<file path="src/hw/rtl/scc_pkg.sv">
`timescale 1ns / 1ps
// ----------------------------------------------------------------------------
// scc_pkg
// Shared types and constants of the snooping coherence controller.
// ----------------------------------------------------------------------------
package scc_pkg;

  localparam int LINES      = 64;
  localparam int IDX_W      = (LINES > 1) ? $clog2(LINES) : 1;
  localparam int ADDR_W     = 32;
  localparam int TAG_W      = 32;
  localparam int STAMP_W    = 32;
  localparam int LAT_W      = 8;
  localparam int CFG_IDX_W  = 3;
  localparam int CFG_DATA_W = 8;

  // Transaction codes.
  localparam logic [2:0] MODE_RD      = 3'd0;
  localparam logic [2:0] MODE_WR      = 3'd1;
  localparam logic [2:0] MODE_BUSRD   = 3'd2;
  localparam logic [2:0] MODE_BUSRDX  = 3'd3;
  localparam logic [2:0] MODE_BUSUPGR = 3'd4;

  // Bus request codes.
  localparam logic [1:0] BUS_NONE  = 2'd0;
  localparam logic [1:0] BUS_RD    = 2'd1;
  localparam logic [1:0] BUS_RDX   = 2'd2;
  localparam logic [1:0] BUS_UPGR  = 2'd3;

  // Configuration register indexes.
  localparam logic [CFG_IDX_W-1:0] CFG_PROTOCOL = 3'd0;
  localparam logic [CFG_IDX_W-1:0] CFG_OFFSET   = 3'd1;
  localparam logic [CFG_IDX_W-1:0] CFG_RD_HIT   = 3'd2;
  localparam logic [CFG_IDX_W-1:0] CFG_WR_HIT   = 3'd3;
  localparam logic [CFG_IDX_W-1:0] CFG_MEMORY   = 3'd4;
  localparam logic [CFG_IDX_W-1:0] CFG_TRANSFER = 3'd5;

  typedef enum logic [2:0] {
    ST_I = 3'd0,
    ST_S = 3'd1,
    ST_E = 3'd2,
    ST_M = 3'd3,
    ST_O = 3'd4
  } line_state_t;

  typedef enum logic [2:0] {
    FSM_IDLE,
    FSM_LOOK,
    FSM_SCAN,
    FSM_DRAIN,
    FSM_FILL
  } fsm_state_t;

  typedef struct packed {
    logic capture;
    logic scan_start;
    logic scan_step;
    logic commit;
    logic use_scan_victim;
  } scc_cmd_t;

  typedef struct packed {
    logic need_scan;
    logic scan_last;
    logic out_free;
  } scc_status_t;

endpackage

</file>
<file path="src/hw/rtl/scc_ctrl.sv">
`timescale 1ns / 1ps
// ----------------------------------------------------------------------------
// scc_ctrl
// Sequencer: lookup, optional victim scan, commit into the result register.
// ----------------------------------------------------------------------------
module scc_ctrl import scc_pkg::*; (
  input  logic        clk,
  input  logic        rst_n,
  input  logic        in_valid,
  output logic        in_ready,
  input  scc_status_t status,
  output scc_cmd_t    cmd
);

  fsm_state_t state_r, state_nxt;

  always_ff @(posedge clk) begin
    if (!rst_n) begin
      state_r <= FSM_IDLE;
    end else begin
      state_r <= state_nxt;
    end
  end

  always_comb begin
    state_nxt = state_r;
    unique case (state_r)
      FSM_IDLE: begin
        if (in_valid) state_nxt = FSM_LOOK;
      end
      FSM_LOOK: begin
        if (status.need_scan) state_nxt = FSM_SCAN;
        else if (status.out_free) state_nxt = FSM_IDLE;
      end
      FSM_SCAN: begin
        if (status.scan_last) state_nxt = FSM_DRAIN;
      end
      FSM_DRAIN: state_nxt = FSM_FILL;
      FSM_FILL: begin
        if (status.out_free) state_nxt = FSM_IDLE;
      end
      default: state_nxt = FSM_IDLE;
    endcase
  end

  always_comb begin
    cmd      = '0;
    in_ready = 1'b0;
    unique case (state_r)
      FSM_IDLE: begin
        in_ready    = 1'b1;
        cmd.capture = in_valid;
      end
      FSM_LOOK: begin
        cmd.scan_start = status.need_scan;
        cmd.commit     = !status.need_scan && status.out_free;
      end
      FSM_SCAN: cmd.scan_step = 1'b1;
      FSM_DRAIN: ;
      FSM_FILL: begin
        cmd.commit          = status.out_free;
        cmd.use_scan_victim = 1'b1;
      end
      default: ;
    endcase
  end

endmodule

</file>
<file path="config.mk">
export PLATFORM = sky130hd
export DESIGN_NAME = scc_ctrl
export DESIGN_NICKNAME = d
export VERILOG_FILES = /design/src/hw/rtl/scc_pkg.sv /design/src/hw/rtl/scc_ctrl.sv
export SDC_FILE = /design/constraint.sdc
export NUM_CORES = 1
export LEC_CHECK = 0
export ABC_AREA = 1
export BUFFER_PORTS_ARGS = -buffer_cell sky130_fd_sc_hd__buf_2
export CORE_AREA = 5 5 42 44
export CTS_BUF_LIST = sky130_fd_sc_hd__clkbuf_8
export DETAILED_ROUTE_END_ITERATION = 6
export DIE_AREA = 0 0 47 49
export GPL_TIMING_DRIVEN = 1
export SLEW_MARGIN = 20
export SYNTH_ARGS = -nofsm -noshare
export SYNTH_HDL_FRONTEND = slang
export SYNTH_SLANG_ARGS = --single-unit
</file>
<file path="constraint.sdc">
create_clock -name clk -period 2.75 [get_ports clk]
set_clock_uncertainty 0.05 [all_clocks]
set_input_delay 0.4125 -clock clk [delete_from_list [all_inputs] [get_ports clk]]
set_output_delay 0.4125 -clock clk [all_outputs]
set_load 0.005 [all_outputs]
</file>
Word-level counts from Yosys, hierarchy flattened
Cells that the tools add are included.
{"block": "word_totals", "register_bits": 3, "input_bits": 6, "out_inout_bits": 6}
{"block": "op_classes", "n_reduce_logical": 4, "n_mux": 11, "n_eq_ne": 6}
{"op": "case mux 3 bit (5 select lines)", "count": 1}
{"op": "two-way mux 3 bit", "count": 4}
{"op": "== test 3 x 2 -> 1 bit (second input constant)", "count": 2}
{"op": "two-way mux 1 bit", "count": 5}
{"op": "inequality test 2 bit (second input constant)", "count": 2}
{"op": "== test 3 x 1 -> 1 bit (second input constant)", "count": 1}
{"op": "== test 3 bit (second input constant)", "count": 1}
{"op": "logical NOT 3 bit", "count": 1}
{"op": "case mux 1 bit (2 select lines)", "count": 1}
{"op": "AND reduction 2 bit", "count": 1}
{"op": "logical AND 1 bit", "count": 1}
{"op": "logical NOT 1 bit", "count": 1}

Depth between registers and ports, before layout
Gate-level depths: netlist of the first run.
{"block": "depth", "depth_word": 3, "mapped_depth": 7, "depth_no_buf": 6}

Least setup slack after synthesis of the first run
OpenSTA, ideal clock, no wires.
{"block": "synth_timing", "path_type": "flip-flop to output port", "from": "register state_r[0]", "to": "output port cmd[1] (netlist bit)", "arrival_ns": 0.760, "required_ns": 2.288, "n_path_buf": 0, "path_stages_with_launch": 5, "slack_ns": 1.527, "cell_sequence": "dfxtp_1 nand2_1 nor2_2 nand2_1 a21oi_1"}
{"item": "start: declaration", "line": "scc_ctrl.sv:15", "text": "fsm_state_t state_r, state_nxt;"}
{"item": "start signal: assignment", "line": "scc_ctrl.sv:21", "text": "state_r <= state_nxt;"}
{"item": "end: declaration", "line": "scc_ctrl.sv:12", "text": "output scc_cmd_t cmd"}

==> reports/qor.csv, run 1 <==
stage,metric,value,unit
detailed_routing,WL/cell,8.84,microns
detailed_routing,Vias/cell,3.87,
worst_setup_path,CP Max Fanout,5,
sta,Pins Over Slew Limit,0,
clock_network,total CTS buffers,3,
worst_hold_path,Worst Hold Class,in -> reg,
clock_network,H-Tree Depth,1,
outcome,status,"complete, no violations",
clock_network,worst-skew pair later-pin latency,0.22,ns
grt,total track usage,0.0611,
synthesis,"top cells by area, synth","dfxtp_1 (26%), inv_1 (13%), nand2_1 (13%), a21oi_2 (7.5%), nand3_1 (6.5%)",
worst_setup_path,Worst Path Arrival,1.14,ns
sta,Slew @ Worst Pin,0.331,ns
worst_setup_path,worst flop-to-flop path startpoint,state_r[1],
power_and_ir_drop,Leak,0.204,nW
synthesis,sequential area share after synthesis,0.258,
sta,"Period Utilization, post-route",0.581,
finish,multi-input logic area,120,sq um
finish,nets,59,
clock_network,root buffer cell,clkbuf_8,
synthesis,Post-Syn Nets,44,
finish,register area,60.1,sq um
grt,largest net degree at the start of global routing,9,
finish,share of cells above drive strength 1,0.442,
sta,Fmax,626,MHz
floorplan,Rows,14,
worst_setup_path,CP Launch Type,register,
finish,diode count,0,
power_and_ir_drop,Max IR drop VDD,0.000265,V
sta,RSZ-0062 raised after global routing,no,
finish,"commonest non-fill, non-tap cells in the layout","buf_2 (11), inv_1 (9), nand2_1 (8)",
synthesis,synthesized cell area,233,sq um
clock_network,clock-pin slew on the worst setup and hold paths,0.03,ns
power_and_ir_drop,total power,219,uW
finish,Layout Area Growth over Synthesis,46.8,%
worst_setup_path,"Req. time, crit path",2.29,ns
placement,Port Buf Inserts,11,
finish,biggest regs,state_r x3,
finish,filler instances,181,
grt,initial antenna violation count,0,
grt,vias in the first global route,244,
finish,largest reg by FF count,state_r,
floorplan,IO Pins,12,
sta,Period minus WS final,1.60,ns
power_and_ir_drop,Pwr Density,642,nW/um^2
synthesis,post-synth cell types,14,
floorplan,chip height,49,microns
detailed_routing,Routed WL,601,microns
worst_setup_path,crit path launch,state_r[0],
detailed_routing,routed via count,263,
finish,max FFs per register,3,
clock_network,Post-CTS Setup Bufs,0,
sta,Final Setup Violations,0,
synthesis,top cell type by total area after synthesis,dfxtp_1,
detailed_routing,Antenna Nets Post-Route,0,
sta,setup TNS,0,ns
clock_network,clock tree buffer depth,2,
synthesis,Syn Area/Cell,6.12,sq um
grt,first-pass GRT wire length,910,microns
clock_network,Sinks on Clock Net,3,
synthesis,synth warn,0,
sta,Final Hold Vio Count,0,
detailed_routing,# DRC,0,
synthesis,Cells after Synth,38,
synthesis,Yosys reg bits,3,
synthesis,Synth top area share,0.258,
clock_network,PostCTS Resize Cnt,0,
detailed_routing,Detailed Routing Iterations Pass 1,4,
clock_network,cts hold-fix bufs,0,
worst_setup_path,Setup CP Type,reg -> out,
finish,"commonest non-fill, non-tap cell in the layout",buf_2,
worst_setup_path,critical path endpoint category,output pin,
worst_hold_path,hold path start,status[0],
detailed_routing,First DRT Iteration DRCs,3,
clock_network,TritonCTS clock tree,done,
floorplan,Initial Util,0.166,
floorplan,die area,2300,sq um
placement,placer congestion estimate,0.651,
floorplan,Core Box Area,1400,sq um
floorplan,Die Wd,47,microns
job,Max-Cap Viols,0,
sta,headroom to the max-slew limit,0.779,
grt,GRT overflow,0,
[layer usage]
metal	wire length [microns]	vias up	GRT usage
li1	-	138	-
met1	240	111	0.0524
met2	281	9	0.0882
met3	45	5	0.0221
met4	34	0	0.0829
met5	0	-	0
[logic make-up (layout without fill, tap and decap cells)]
| group | Yosys count | count (layout) | synth area share |
|---|---|---|---|
| simple gates | 20 | 20 | 0.419 |
| buf+inv | 12 | 26 | 0.226 |
| compound gates | 3 | 3 | 0.0968 |
| flops | 3 | 3 | 0.258 |
[power breakdown]
group,switching [mW],leakage (nW),internal [mW]
Sequential,0.00668,0.0246,0.0473
Combinational,0.0220,0.153,0.0184
Clock,0.0297,0.0269,0.0950
[final timing paths]
check | cells past startpoint | slack, ns | to
min | 4 | 0.42 | state_r[2]
max | 5 | 1.15 | cmd[1]
max reg2reg | 5 | 1.76 | state_r[0]
min reg2reg | 2 | 0.53 | state_r[2]
[Yosys cell counts (all sizes together)]
cell type,n
inv,11
nand2,9
nor2,6
a21oi,3
dfxtp,3
nand3,3
buf,1
nand4,1
nor3,1
[through the flow]
stage	area, sq um	worst slack [ns]	instances	utilization	hold slack (ns)
floorplan	233	1.53	38	-	0.493
global placement	297	1.39	64	0.212	0.525
detailed placement	297	1.38	64	0.212	0.533
CTS	342	1.14	68	0.244	0.416
global route	342	1.02	68	0.244	0.426
finish	342	1.15	68	0.244	0.416
[worst max-delay path, cell delays in order (launching register included)]
cell     delay [ns]
dfxtp_1        0.43
nand2_1        0.10
nor2_2         0.10
nand2_1        0.06
a21oi_1        0.11
buf_2          0.12
[layout make-up]
class	count	area share
Timing Repair Buffer	11	0.161
Clock inverter	1	0.0110
Multi-Input combinational cell	23	0.352
Clock buffer	3	0.121
Inverter	11	0.121
Sequential cell	3	0.176
Tap cell	16	0.0586
No activity file was read; power rests on OpenSTA's default activity.
==> run 2, diff against run 1 <==
--- a/config.mk
+++ b/config.mk
@@ -5,7 +5,7 @@
 export SDC_FILE = /design/constraint.sdc
 export NUM_CORES = 1
 export LEC_CHECK = 0
-export ABC_AREA = 1
+export ABC_AREA = 0
 export BUFFER_PORTS_ARGS = -buffer_cell sky130_fd_sc_hd__buf_2
 export CORE_AREA = 5 5 42 44
 export CTS_BUF_LIST = sky130_fd_sc_hd__clkbuf_8
==> constraint.sdc (replaced) <==
create_clock -name clk -period 1.4 [get_ports clk]
set_clock_uncertainty 0.05 [all_clocks]
set_input_delay 0.21 -clock clk [delete_from_list [all_inputs] [get_ports clk]]
set_output_delay 0.21 -clock clk [all_outputs]
set_load 0.005 [all_outputs]
==> reports/qor.csv, run 2 <==
stage,metric,value,unit
outcome,status,"complete, no violations",
synthesis,Synth top area share,0.306,
placement,placed insts,48,
power_and_ir_drop,Clock power frac,0.598,
synthesis,Syn Area/Cell,9.82,sq um
clock_network,Sinks on Clock Net,3,
detailed_routing,First DRT Iteration DRCs,1,
synthesis,top cell type by total area after synthesis,dfxtp_1,
synthesis,asr flop ratio synth,0,
clock_network,root buffer cell,clkbuf_8,
synthesis,most frequent cells after synthesis,"nor3b_1 (4), dfxtp_1 (3), nor4b_2 (2)",
synthesis,Post-Syn Nets,26,
grt,total track usage,0.0640,
clock_network,worst-skew pair later-pin latency,0.21,ns
worst_hold_path,WHS Path Cells,2,
sta,Pins Over Slew Limit,0,
power_and_ir_drop,total power,403,uW
sta,RSZ-0062 raised after global routing,yes,
finish,share of cells above drive strength 1,0.676,
worst_setup_path,cells on worst reg2reg path,4,
worst_setup_path,CP Launch Type,register,
power_and_ir_drop,Seq pwr share,0.247,
finish,biggest regs,state_r x3,
synthesis,synthesized cell area,196,sq um
synthesis,"top cells by area, synth","dfxtp_1 (31%), nor3b_1 (15%), nor4b_2 (15%), nor3b_2 (6.4%), a211oi_1 (3.8%)",
sta,Period minus WS final,1.36,ns
grt,first-pass GRT wire length,945,microns
power_and_ir_drop,internal cell power,313,uW
power_and_ir_drop,Comb pwr share,0.155,
worst_setup_path,worst path cell trace,"nor3b_2, a21oi_1, nor3b_1, buf_2",
detailed_routing,Vias/cell,4.19,
finish,"commonest non-fill, non-tap cells in the layout","buf_2 (11), nor3b_2 (3), clkbuf_8 (3)",
job,Max-Cap Viols,0,
clock_network,cts hold-fix bufs,0,
sta,Final Hold Vio Count,0,
sta,setup TNS,0,ns
finish,nets,44,
worst_setup_path,critical path endpoint category,output pin,
detailed_routing,# DRC,0,
detailed_routing,Routed WL,575,microns
finish,Layout Area Growth over Synthesis,77.1,%
worst_setup_path,CP max stage cell,dfxtp_4,
grt,vias in the first global route,241,
sta,Min Hold Slack,0.181,ns
finish,fin util,0.248,
power_and_ir_drop,Pwr Density,1160,nW/um^2
floorplan,Die Wd,47,microns
worst_hold_path,Worst Hold Class,in -> reg,
floorplan,chip height,49,microns
floorplan,die area,2300,sq um
synthesis,number of synthesized flops with an enable pin,0,
synthesis,Synth Flop Type,dfxtp_1,
finish,filler instances,166,
worst_setup_path,"Req. time, crit path",1.14,ns
power_and_ir_drop,Sw Ratio,0.224,
synthesis,post-synth cell types,14,
power_and_ir_drop,Max IR drop VDD,0.000530,V
placement,Post-Place Setup Slack,0.163,ns
worst_setup_path,Setup CP Type,reg -> out,
finish,largest reg by FF count,state_r,
sta,setup ws final,0.0362,ns
worst_setup_path,CP peak stage delay,0.35,ns
floorplan,IO Pins,12,
placement,Placed Instance Area,279,sq um
placement,Port Buf Inserts,11,
detailed_routing,routed via count,222,
worst_setup_path,Worst Path Arrival,1.10,ns
detailed_routing,WL/cell,10.8,microns
grt,initial antenna violation count,0,
floorplan,Initial Util,0.140,
clock_network,clock-pin slew on the worst setup and hold paths,0.03,ns
synthesis,Yosys reg bits,3,
finish,Non-Filler Instances,53,
grt,GRT overflow,0,
floorplan,Core Box Area,1400,sq um
synthesis,"count leader, synth",nor3b_1,
detailed_routing,Detailed Routing Iterations Pass 1,2,
clock_network,TritonCTS clock tree,done,
worst_setup_path,CP Max Fanout,7,
finish,fin area,348,sq um
sta,Final Setup Violations,0,
sta,Fmax,733,MHz
placement,Detail Placement HPWL,466,microns
clock_network,H-Tree Depth,1,
finish,"commonest non-fill, non-tap cell in the layout",buf_2,
finish,diode count,0,
clock_network,clock tree buffer depth,2,
clock_network,total CTS buffers,3,
power_and_ir_drop,Leak,0.153,nW
synthesis,Cells after Synth,20,
grt,largest net degree at the start of global routing,9,
sta,headroom to the max-slew limit,0.804,
sta,Slew @ Worst Pin,0.292,ns
finish,max FFs per register,3,
detailed_routing,Antenna Nets Post-Route,0,
synthesis,synth warn,0,
power_and_ir_drop,NetSw,90.3,uW
placement,placer congestion estimate,0.623,
synthesis,sequential area share after synthesis,0.306,
sta,"Period Utilization, post-route",0.974,
floorplan,Rows,14,
==> run 2: cell type report <==
cell class | instances | area, sq um | share of cell area
Multi-Input combinational cell | 16 | 143 | 0.410
Clock buffer | 3 | 41.3 | 0.119
Tap cell | 16 | 20.0 | 0.0576
Sequential cell | 3 | 66.3 | 0.191
Inverter | 1 | 3.75 | 0.0108
Timing Repair Buffer | 13 | 70.1 | 0.201
Clock inverter | 1 | 3.75 | 0.0108
==> run 2: worst paths after layout <==
path	start	to	slack (ns)
setup / recovery	state_r[2]	cmd[1]	0.04
hold reg to reg	state_r[1]	state_r[2]	0.48
setup reg to reg	state_r[0]	state_r[0]	0.25
hold / removal	rst_n	state_r[1]	0.18
==> run 2: repair_timing <==
| item | 4_1_cts | 5_1_grt |
|---|---|---|
| gates resized for setup | 3 | 3 |
| buffers inserted | 0 | 1 |
| endpoints found under the hold margin | 0 | 0 |
| pin swaps | 0 | 2 |
| cloned | 0 | 0 |
| endpoints found under the setup margin | 1 | 4 |
==> run 2: routing by layer <==
layer | vias up | wire, microns | GRT usage
met3 | 0 | 55 | 0.0627
met4 | 0 | 0 | 0.0415
li1 | 110 | - | -
met2 | 9 | 305 | 0.0928
met5 | - | 0 | 0
met1 | 103 | 213 | 0.0525
==> run 2: kinds of logic (layout without fill, tap and decap cells) <==
group,count (synthesis),after routing,synth area share
and+or+nand+nor,11,11,0.497
AOI/OAI and AO/OA,5,5,0.178
DFF,3,3,0.306
buffers and inverters,1,18,0.0191
==> run 2: critical path: cells and delay by family (launching register included) <==
family | cells | cell delay (ns)
AO/OA/AOI/OAI | 1 | 0.06
buffers and inverters | 1 | 0.14
flip-flops | 1 | 0.35
AND/OR/NAND/NOR | 2 | 0.33
==> run 2: power by group through the flow <==
stage | clock network (mW) | logic, mW | registers (mW)
floorplan | 0 | 0.0298 | 0.101
global placement | 0 | 0.0589 | 0.101
detailed placement | 0 | 0.0611 | 0.101
CTS | 0.250 | 0.0622 | 0.101
global route | 0.265 | 0.0706 | 0.101
finish | 0.241 | 0.0626 | 0.0995
==> run 3, diff against run 2 <==
--- a/config.mk
+++ b/config.mk
@@ -5,7 +5,7 @@
 export SDC_FILE = /design/constraint.sdc
 export NUM_CORES = 1
 export LEC_CHECK = 0
-export ABC_AREA = 0
+export ABC_AREA = 1
 export BUFFER_PORTS_ARGS = -buffer_cell sky130_fd_sc_hd__buf_2
 export CORE_AREA = 5 5 42 44
 export CTS_BUF_LIST = sky130_fd_sc_hd__clkbuf_8
==> reports/qor.csv, run 3 (same netlist as run 1, synthesis figures left out) <==
stage,metric,value,unit
outcome,status,"complete, no violations",
worst_hold_path,Worst Hold Class,in -> reg,
floorplan,die area,2300,sq um
clock_network,clock-pin slew on the worst setup and hold paths,0.03,ns
power_and_ir_drop,Leak,0.208,nW
floorplan,Die Wd,47,microns
finish,diode count,0,
finish,"commonest non-fill, non-tap cells in the layout","buf_2 (11), inv_1 (9), nand2_1 (8)",
placement,Post-Place Setup Slack,0.233,ns
finish,fin util,0.254,
worst_setup_path,Worst Path Arrival,1.05,ns
grt,vias in the first global route,241,
sta,"Period Utilization, post-route",0.932,
finish,largest reg by FF count,state_r,
sta,Final Hold Vio Count,0,
finish,Non-Filler Instances,68,
detailed_routing,Detailed Routing Iterations Pass 1,3,
floorplan,chip height,49,microns
sta,setup ws final,0.0946,ns
detailed_routing,Vias/cell,3.93,
worst_setup_path,worst flop-to-flop path startpoint,state_r[0],
sta,Fmax,766,MHz
detailed_routing,routed via count,267,
worst_setup_path,Reg2Reg Setup Slack,0.48,ns
worst_setup_path,CP max stage cell,dfxtp_2,
grt,total track usage,0.0676,
floorplan,Rows,14,
placement,placer congestion estimate,0.672,
worst_setup_path,Buf/Inv on CP,1,
finish,biggest regs,state_r x3,
clock_network,H-Tree Depth,1,
worst_setup_path,critical path depth in cells,4,
clock_network,root buffer cell,clkbuf_8,
sta,Pins Over Slew Limit,0,
clock_network,worst-skew pair later-pin latency,0.21,ns
floorplan,Core Box Area,1400,sq um
placement,Port Buf Inserts,11,
sta,Min Hold Slack,0.214,ns
clock_network,clock tree buffer depth,2,
finish,Layout Area Growth over Synthesis,52.7,%
worst_setup_path,family with the most delay on the worst path,flip-flops,
finish,max FFs per register,3,
sta,setup TNS,0,ns
detailed_routing,First DRT Iteration DRCs,2,
placement,placed insts,64,
worst_setup_path,crit path launch,state_r[1],
worst_setup_path,worst path cell trace,"nor2_4, nand2_1, a21oi_1, buf_2",
worst_setup_path,cells on worst reg2reg path,6,
finish,nets,59,
worst_setup_path,CP Launch Type,register,
clock_network,total CTS buffers,3,
worst_setup_path,critical path endpoint category,output pin,
sta,Final Setup Violations,0,
sta,headroom to the max-slew limit,0.867,
floorplan,IO Pins,12,
clock_network,TritonCTS clock tree,done,
job,Max-Cap Viols,0,
floorplan,Initial Util,0.166,
sta,RSZ-0062 raised after global routing,no,
grt,initial antenna violation count,0,
finish,"commonest non-fill, non-tap cell in the layout",buf_2,
finish,share of cells above drive strength 1,0.538,
grt,largest net degree at the start of global routing,9,
worst_setup_path,"Req. time, crit path",1.14,ns
worst_setup_path,worst setup path endpoint,cmd[1],
grt,GRT overflow,0,
worst_setup_path,Setup CP Type,reg -> out,
power_and_ir_drop,Max IR drop VDD,0.000476,V
detailed_routing,# DRC,0,
clock_network,Sinks on Clock Net,3,
worst_setup_path,Critical R2R Capture,state_r[0],
detailed_routing,Routed WL,583,microns
worst_setup_path,CP peak stage delay,0.37,ns
grt,first-pass GRT wire length,1.00,mm
placement,Detail Placement HPWL,466,microns
sta,Period minus WS final,1.31,ns
detailed_routing,Antenna Nets Post-Route,0,
sta,Slew @ Worst Pin,0.199,ns
worst_setup_path,CP Max Fanout,8,
power_and_ir_drop,Pwr Density,1220,nW/um^2
detailed_routing,WL/cell,8.57,microns
-- run 3: cell count changes in the layout (fill, tap and decap cells not counted), moves of 2 or more --
cell     change
buf_4        -2
nor4b_2      -2
nand2_1      +8
nor3b_2      -3
nand3_1      +3
a21oi_2      +2
nor2_2       +3
nor3b_1      -2
inv_2        +2
inv_1        +8
nor2_1       +2
-- run 3: how the worst min path moves through the flow --
stage              start          to  slack, ns  cells after the start
4_1_cts            rst_n  state_r[0]       0.22                      3
2_1_floorplan  status[0]  state_r[2]       0.33                      3
3_3_place_gp       rst_n  state_r[1]       0.44                      3
5_1_grt        status[0]  state_r[2]       0.22                      4
6_report       status[0]  state_r[2]       0.21                      4
3_5_place_dp       rst_n  state_r[0]       0.44                      3
-- run 3: per-layer routing --
metal,GRT usage,routed length (microns)
met2,0.0860,273
met5,0,0
met3,0.0443,56
met1,0.0681,227
met4,0.0691,26
-- run 3: where the power goes --
group          switching, mW  internal (mW)
combinational         0.0425         0.0377
sequential            0.0145         0.0945
clock                 0.0571          0.187
-- run 3: timing repair --
action                                  in CTS  in global routing
setup buffers                                0                  0
endpoints found under the setup margin       1                  3
hold buffers                                 0                  0
cloned                                       0                  0
resized for setup                            1                  5
-- run 3: layout make-up --
type / count / area [sq um]
Inverter: 11 / 41.3
Timing Repair Buffer: 11 / 55.1
Sequential cell: 3 / 66.3
Fill cell: 168 / 1050
Clock inverter: 1 / 3.75
Multi-Input combinational cell: 23 / 128
Clock buffer: 3 / 41.3
Tap cell: 16 / 20.0
-- run 3: worst min-delay path, delay by kind of cell --
kind	cells	cell delay, ns
buffers and inverters	2	0.12
and+or+nand+nor	1	0.06
AOI/OAI and AO/OA	1	0.04
-- run 3: through the flow --
step / total power [mW] / cell area (sq um)
3_3_place_gp: 0.186 / 297
6_report: 0.433 / 355
5_1_grt: 0.471 / 355
4_1_cts: 0.439 / 343
2_1_floorplan: 0.162 / 233
3_5_place_dp: 0.187 / 297
